**src/hdl/hpt_pkg.sv**
```systemverilog
// hpt_pkg: types and constants shared by the homogeneous point transform core
// request/response payload structs, mode codes, lane control struct
// no dependencies
package hpt_pkg;

   typedef logic signed [31:0] word_type;
   typedef logic signed [63:0] prod_type;
   typedef word_type [3:0]     quad_type;

   localparam logic [1:0] MODE_LOAD   = 2'd0;
   localparam logic [1:0] MODE_FULL   = 2'd1;
   localparam logic [1:0] MODE_ROT    = 2'd2;
   localparam logic [1:0] MODE_UNUSED = 2'd3;

   typedef struct packed {
      logic [1:0] mode;
      logic [1:0] row_index;
      logic [1:0] col_index;
      word_type   coeff_value;
      word_type   in_x;
      word_type   in_y;
      word_type   in_z;
      word_type   in_w;
   } req_type;

   typedef struct packed {
      word_type out_x;
      word_type out_y;
      word_type out_z;
      word_type out_w;
   } rsp_type;

   typedef struct packed {
      logic en1;
      logic en2;
      logic en3;
      logic rot;
   } lane_ctl_type;

endpackage

```
**src/hdl/hpt_merge.sv**
```systemverilog
// hpt_merge: collects the four lane results into the response register
// forces w to zero for rotation-only requests
// depends on hpt_pkg
module hpt_merge import hpt_pkg::*; (
   input  logic     clock,
   input  logic     reset,
   input  logic     lane_valid,
   input  logic     lane_rot,
   input  quad_type lane_result,
   output logic     out_ready,
   output logic     rsp_valid,
   input  logic     rsp_stall,
   output rsp_type  rsp_data
);

   logic    valid_in, valid_ff;
   rsp_type data_in, data_ff;

   assign out_ready = !valid_ff || !rsp_stall;

   always_comb begin
      valid_in = out_ready ? lane_valid : valid_ff;
      data_in.out_x = lane_result[0];
      data_in.out_y = lane_result[1];
      data_in.out_z = lane_result[2];
      data_in.out_w = lane_rot ? '0 : lane_result[3];
   end

   always_ff @(posedge clock) begin
      if (reset) begin
         valid_ff <= 1'b0;
      end else begin
         valid_ff <= valid_in;
      end
      if (out_ready) begin
         data_ff <= data_in;
      end
   end

   assign rsp_valid = valid_ff;
   assign rsp_data  = data_ff;

endmodule

```
**config.mk**
```make
export PLATFORM = sky130hd
export DESIGN_NAME = hpt_merge
export DESIGN_NICKNAME = d
export VERILOG_FILES = /design/src/hdl/hpt_pkg.sv /design/src/hdl/hpt_merge.sv
export SDC_FILE = /design/constraint.sdc
export NUM_CORES = 1
export LEC_CHECK = 0
export CAP_MARGIN = 20
export CORE_AREA = 2 2 101 103
export DETAILED_ROUTE_END_ITERATION = 6
export DIE_AREA = 0 0 103 105
export DONT_BUFFER_PORTS = 1
export GPL_TIMING_DRIVEN = 0
export PLACE_DENSITY = 0.56
export SYNTH_ARGS = -nofsm -noshare
export SYNTH_HDL_FRONTEND = slang
export SYNTH_SLANG_ARGS = --single-unit
```
**constraint.sdc**
```tcl
create_clock -name clock -period 6.4 [get_ports clock]
set_input_delay 1.28 -clock clock [delete_from_list [all_inputs] [get_ports clock]]
set_output_delay 1.28 -clock clock [all_outputs]
set_load 0.005 [all_outputs]
```
# --- Yosys cells after proc, flatten, opt, wreduce, memory -nomap -nowiden ---
# Index checks and enable logic that the tools add are counted.
word_totals:
  ff_bits: 129
  latchBits: 0
  ramBits: 0
  rom_bits: 0
  in_bits: 133
  out_inout_bits: 130
  word_cells: 8
  mem_count: 0
op_classes:
  addsub: 0
  multipliers: 0
  div: 0
  order_cmp: 0
  n_eq_ne: 0
  shifts: 0
  muxes: 0
  n_bitwise: 0
  reduce_logical: 3
ops:
  columns: ["op", "n"]
  rows:
  - ["1-bit logical NOT", 2]
  - ["1-bit logical OR", 1]

# --- Logic depth before layout (Yosys ltp) ---
logic_depth:
  word_depth: 2
  mapped_depth: 2
  depth_no_buf: 2

# --- Least setup slack after synthesis ---
# Ideal clock, no wire load.
synth_timing:
  path_type: "input to output"
  from: "input port rsp_stall"
  to: "output port out_ready"
  t_arrival_ns: 4.003
  required_ns: 5.120
  path_slack_ns: 1.117
  cell_stages: 1
  n_path_buf: 0
  path_cell_list: "nand2_1"
synth_via:
  elab_chain_len: 2
synth_lines:
  columns: ["element", "line_no", "source"]
  rows:
  - ["from (decl)", "hpt_merge.sv:12", "input logic rsp_stall,"]
  - ["1-bit logical NOT", "hpt_merge.sv:19", "assign out_ready = !valid_ff || !rsp_stall;"]
  - ["1-bit logical OR", "hpt_merge.sv:19", null]
  - ["to (decl)", "hpt_merge.sv:10", "output logic out_ready,"]
# No other way between the ends.

# --- Worst setup path in the final report ---
# Ends and elaborated chain as after synthesis.

==> flow_summary.rst <==
.. list-table::
   :header-rows: 1

   * - Metric
     - Value
   * - Delay of the slowest cell on the worst path
     - ~0.56 ns
   * - Crit. path cell count
     - 1
   * - Final setup violation count
     - 0
   * - Result of the run
     - finished, final reports clean
   * - Count of antenna-violating nets left after detailed routing
     - 0
   * - Top routing layer in use
     - met4
   * - Sum of negative setup slack
     - 0 ns
   * - RSZ-0062 raised after global routing
     - no
   * - Overflow after GRT
     - 0
   * - Final core utilization
     - about half
   * - Setup slack of the worst register-to-register path
     - 4.71 ns
   * - CP arrival
     - 1.87 ns
   * - Filler cell count
     - 768
   * - Endpoint type of the worst setup path
     - output port
   * - Detailed-route DRC error count
     - 0
   * - Flip-flop and latch count after synthesis
     - 129
   * - Final hold violations
     - 0
   * - Estimated wirelength of the detail-placed design
     - 5800 um
   * - Crit path max-delay cell type
     - nand2_4
   * - Relative slew slack
     - roughly 46%
   * - Worst-case hold path end point
     - rsp_valid
   * - WL met1
     - 2260 um
   * - Post-route clock skew
     - a little over 0.007 ns
   * - Per-instance average area after synthesis
     - 24.5 um^2
   * - Largest net degree at the start of global routing
     - 69
   * - Crit-path leading delay family
     - simple AND/OR/NAND/NOR gates
   * - Biggest fanout along the worst timing path
     - 62
   * - WL met2
     - 4150 um
   * - Final critical delay including setup and external delays
     - 3.15 ns
   * - Worst IR drop on VDD
     - 0.161 mV
   * - Clock Root Buffer
     - clkbuf_8
   * - Per-cell routed wire length
     - 23.5 um
   * - RR Startpoint
     - rsp_valid
   * - Overall Global Routing Usage
     - 14.3%
   * - Total clock sinks
     - 129
   * - Maximum buffer depth of the clock tree
     - 2
   * - Data required time of the worst path
     - 5.12 ns
   * - Synthesized netlist cell count
     - between 150 and 200
   * - Final Cycle Share
     - 49.1%
   * - Setup Slack @ Placement
     - 3.25 ns
   * - Worst hold path type
     - reg2reg
   * - Setup Fix Bufs, Post-CTS
     - 0
   * - Number of hold buffers added after CTS
     - 0
   * - Number of buffers created by CTS
     - 17
   * - Effective utilization at floorplan
     - 42.5%
   * - F_max
     - 318 MHz
   * - Ports placed on the boundary
     - 263
   * - Count of TritonRoute iterations in the first routing pass
     - 4
   * - R2r worst-path depth
     - 2
   * - Post-Syn Area
     - 4100 um^2
   * - Floorplan die area
     - 10800 um^2
   * - Count of distinct cell types in the synthesized netlist
     - 7
   * - Min-Delay Path Depth
     - 2
   * - Worst hold slack after final layout
     - ~0.59 ns
   * - Std-Cell Core Area
     - 9640 um^2
   * - Via density per instance
     - slightly below 5
   * - Clock transition at path regs
     - 0.05 ns
   * - Clock tree from TritonCTS
     - yes
   * - Antenna violations before repair
     - 1
   * - Worst setup slack after layout
     - 3.25 ns
   * - Power density over cell area
     - 419 nW/um^2
   * - Area overhead of the layout relative to synthesis
     - 20.4%
   * - Die span in x
     - 103 um
   * - Share of layout cells above drive strength 1
     - 17.0%
   * - Num rows
     - 36
   * - Post-detailed-routing wire length
     - 7840 um
   * - Vias in the first global route
     - 1772
   * - Starting DRC count in detailed routing
     - 85
   * - Total nets after synthesis
     - 300
   * - Post-route cell area
     - 4930 um^2
   * - Number of nets in the layout
     - 320
   * - Number of H-tree levels
     - 4
   * - Critical path type
     - in2out
   * - Syn. warnings
     - 0
   * - Startpoint type of the worst setup path
     - primary input
   * - Series of cell instances along the critical path
     - nand2_4
   * - Static leakage
     - about 0.0018 uW
   * - Critical path buffer and inverter count
     - 0
   * - Worst-skew pair later-pin latency
     - roughly 0.51 ns
   * - Launch instance of the worst min-delay path
     - rsp_valid
   * - Area after detailed placement
     - 4300 um^2
   * - Resized Gates After CTS
     - 0
   * - Number of input and output port buffers inserted
     - 0
   * - Worst-margin pin slew
     - 0.810 ns
   * - Sequential fraction of the synthesis area
     - 94.3%
   * - Global placement routability congestion
     - 0.736
   * - First-pass GRT wire length
     - ~11000 um
   * - Die Y
     - about 110 um
   * - Worst r2r dst
     - rsp_data[54]
   * - Vias
     - 1633
   * - Met3 layer wire length in the routed design
     - about 1300 um
   * - Final slew viol count
     - 0
   * - Max cap viols
     - 0
[cell usage in the layout (no fill, tap or decap), drive strengths merged]
cell and n:
clkbuf 18, diode 1, nor2b 32, nand2 1, nor2 1, bufinv 5
dfxtp 1, edfxtp 128, clkinv 6, buf 4, clkinvlp 2, inv 1
a21oi 1
[where the power goes]
group	total (uW)	internal (uW)	switching (uW)	leakage [uW]
Sequential	1030	1000	35.2	0.00136
Combinational	26.7	8.40	18.3	0.000109
Clock	1000	670	333	0.000300
[cell type report]
type,instances,area [um^2],area share [%]
Sequential cell,129,3860,78.3
Clock buffer,18,418,8.47
Multi-Input combinational cell,35,220,4.46
Clock inverter,14,213,4.31
Tap cell,133,166,3.37
Timing Repair Buffer,1,27.5,0.558
Buffer,3,22.5,0.457
Antenna cell,1,2.50,0.0507
[state kept, by name, indices dropped and copies added, names as in the netlist]
| register | flops |
|---|---|
| rsp_data | 128 |
| rsp_valid | 1 |
[cell usage after synthesis (all sizes together)]
| cell | number | area, um^2 |
|---|---|---|
| edfxtp | 128 | 3840 |
| nor2b | 32 | 200 |
| buf | 3 | 22.5 |
| a21oi | 1 | 5.00 |
| dfxtp | 1 | 20.0 |
| nand2 | 1 | 3.75 |
| nor2 | 1 | 3.75 |
[kinds of logic after synthesis]
| kind of cell | share of synthesized area [%] |
|---|---|
| compound gates | 0.122 |
| buf+inv | 0.549 |
| flops | 94.3 |
| simple gates | 5.07 |
[routing by layer]
layer | vias up | GRT usage, %
met5 | - | 0
met4 | 0 | 6.77
met3 | 16 | 11.9
met2 | 172 | 23.8
met1 | 760 | 11.4
li1 | 685 | -
[through the flow]
| step | cells | power [uW] |
|---|---|---|
| floorplan | 167 | 1060 |
| global placement | 300 | 1080 |
| detailed placement | 301 | 1080 |
| CTS | 333 | 2090 |
| global route | 333 | 2150 |
| finish | 334 | 2070 |
[worst max-delay path by stage]
stage | to | slack [ns] | from
floorplan | out_ready | 1.12 | rsp_stall
global placement | out_ready | 0.62 | rsp_stall
detailed placement | out_ready | 3.25 | rsp_stall
CTS | out_ready | 3.23 | rsp_stall
global route | out_ready | 3.18 | rsp_stall
finish | out_ready | 3.25 | rsp_stall
Note: power is estimated with default switching activity, not from simulation.
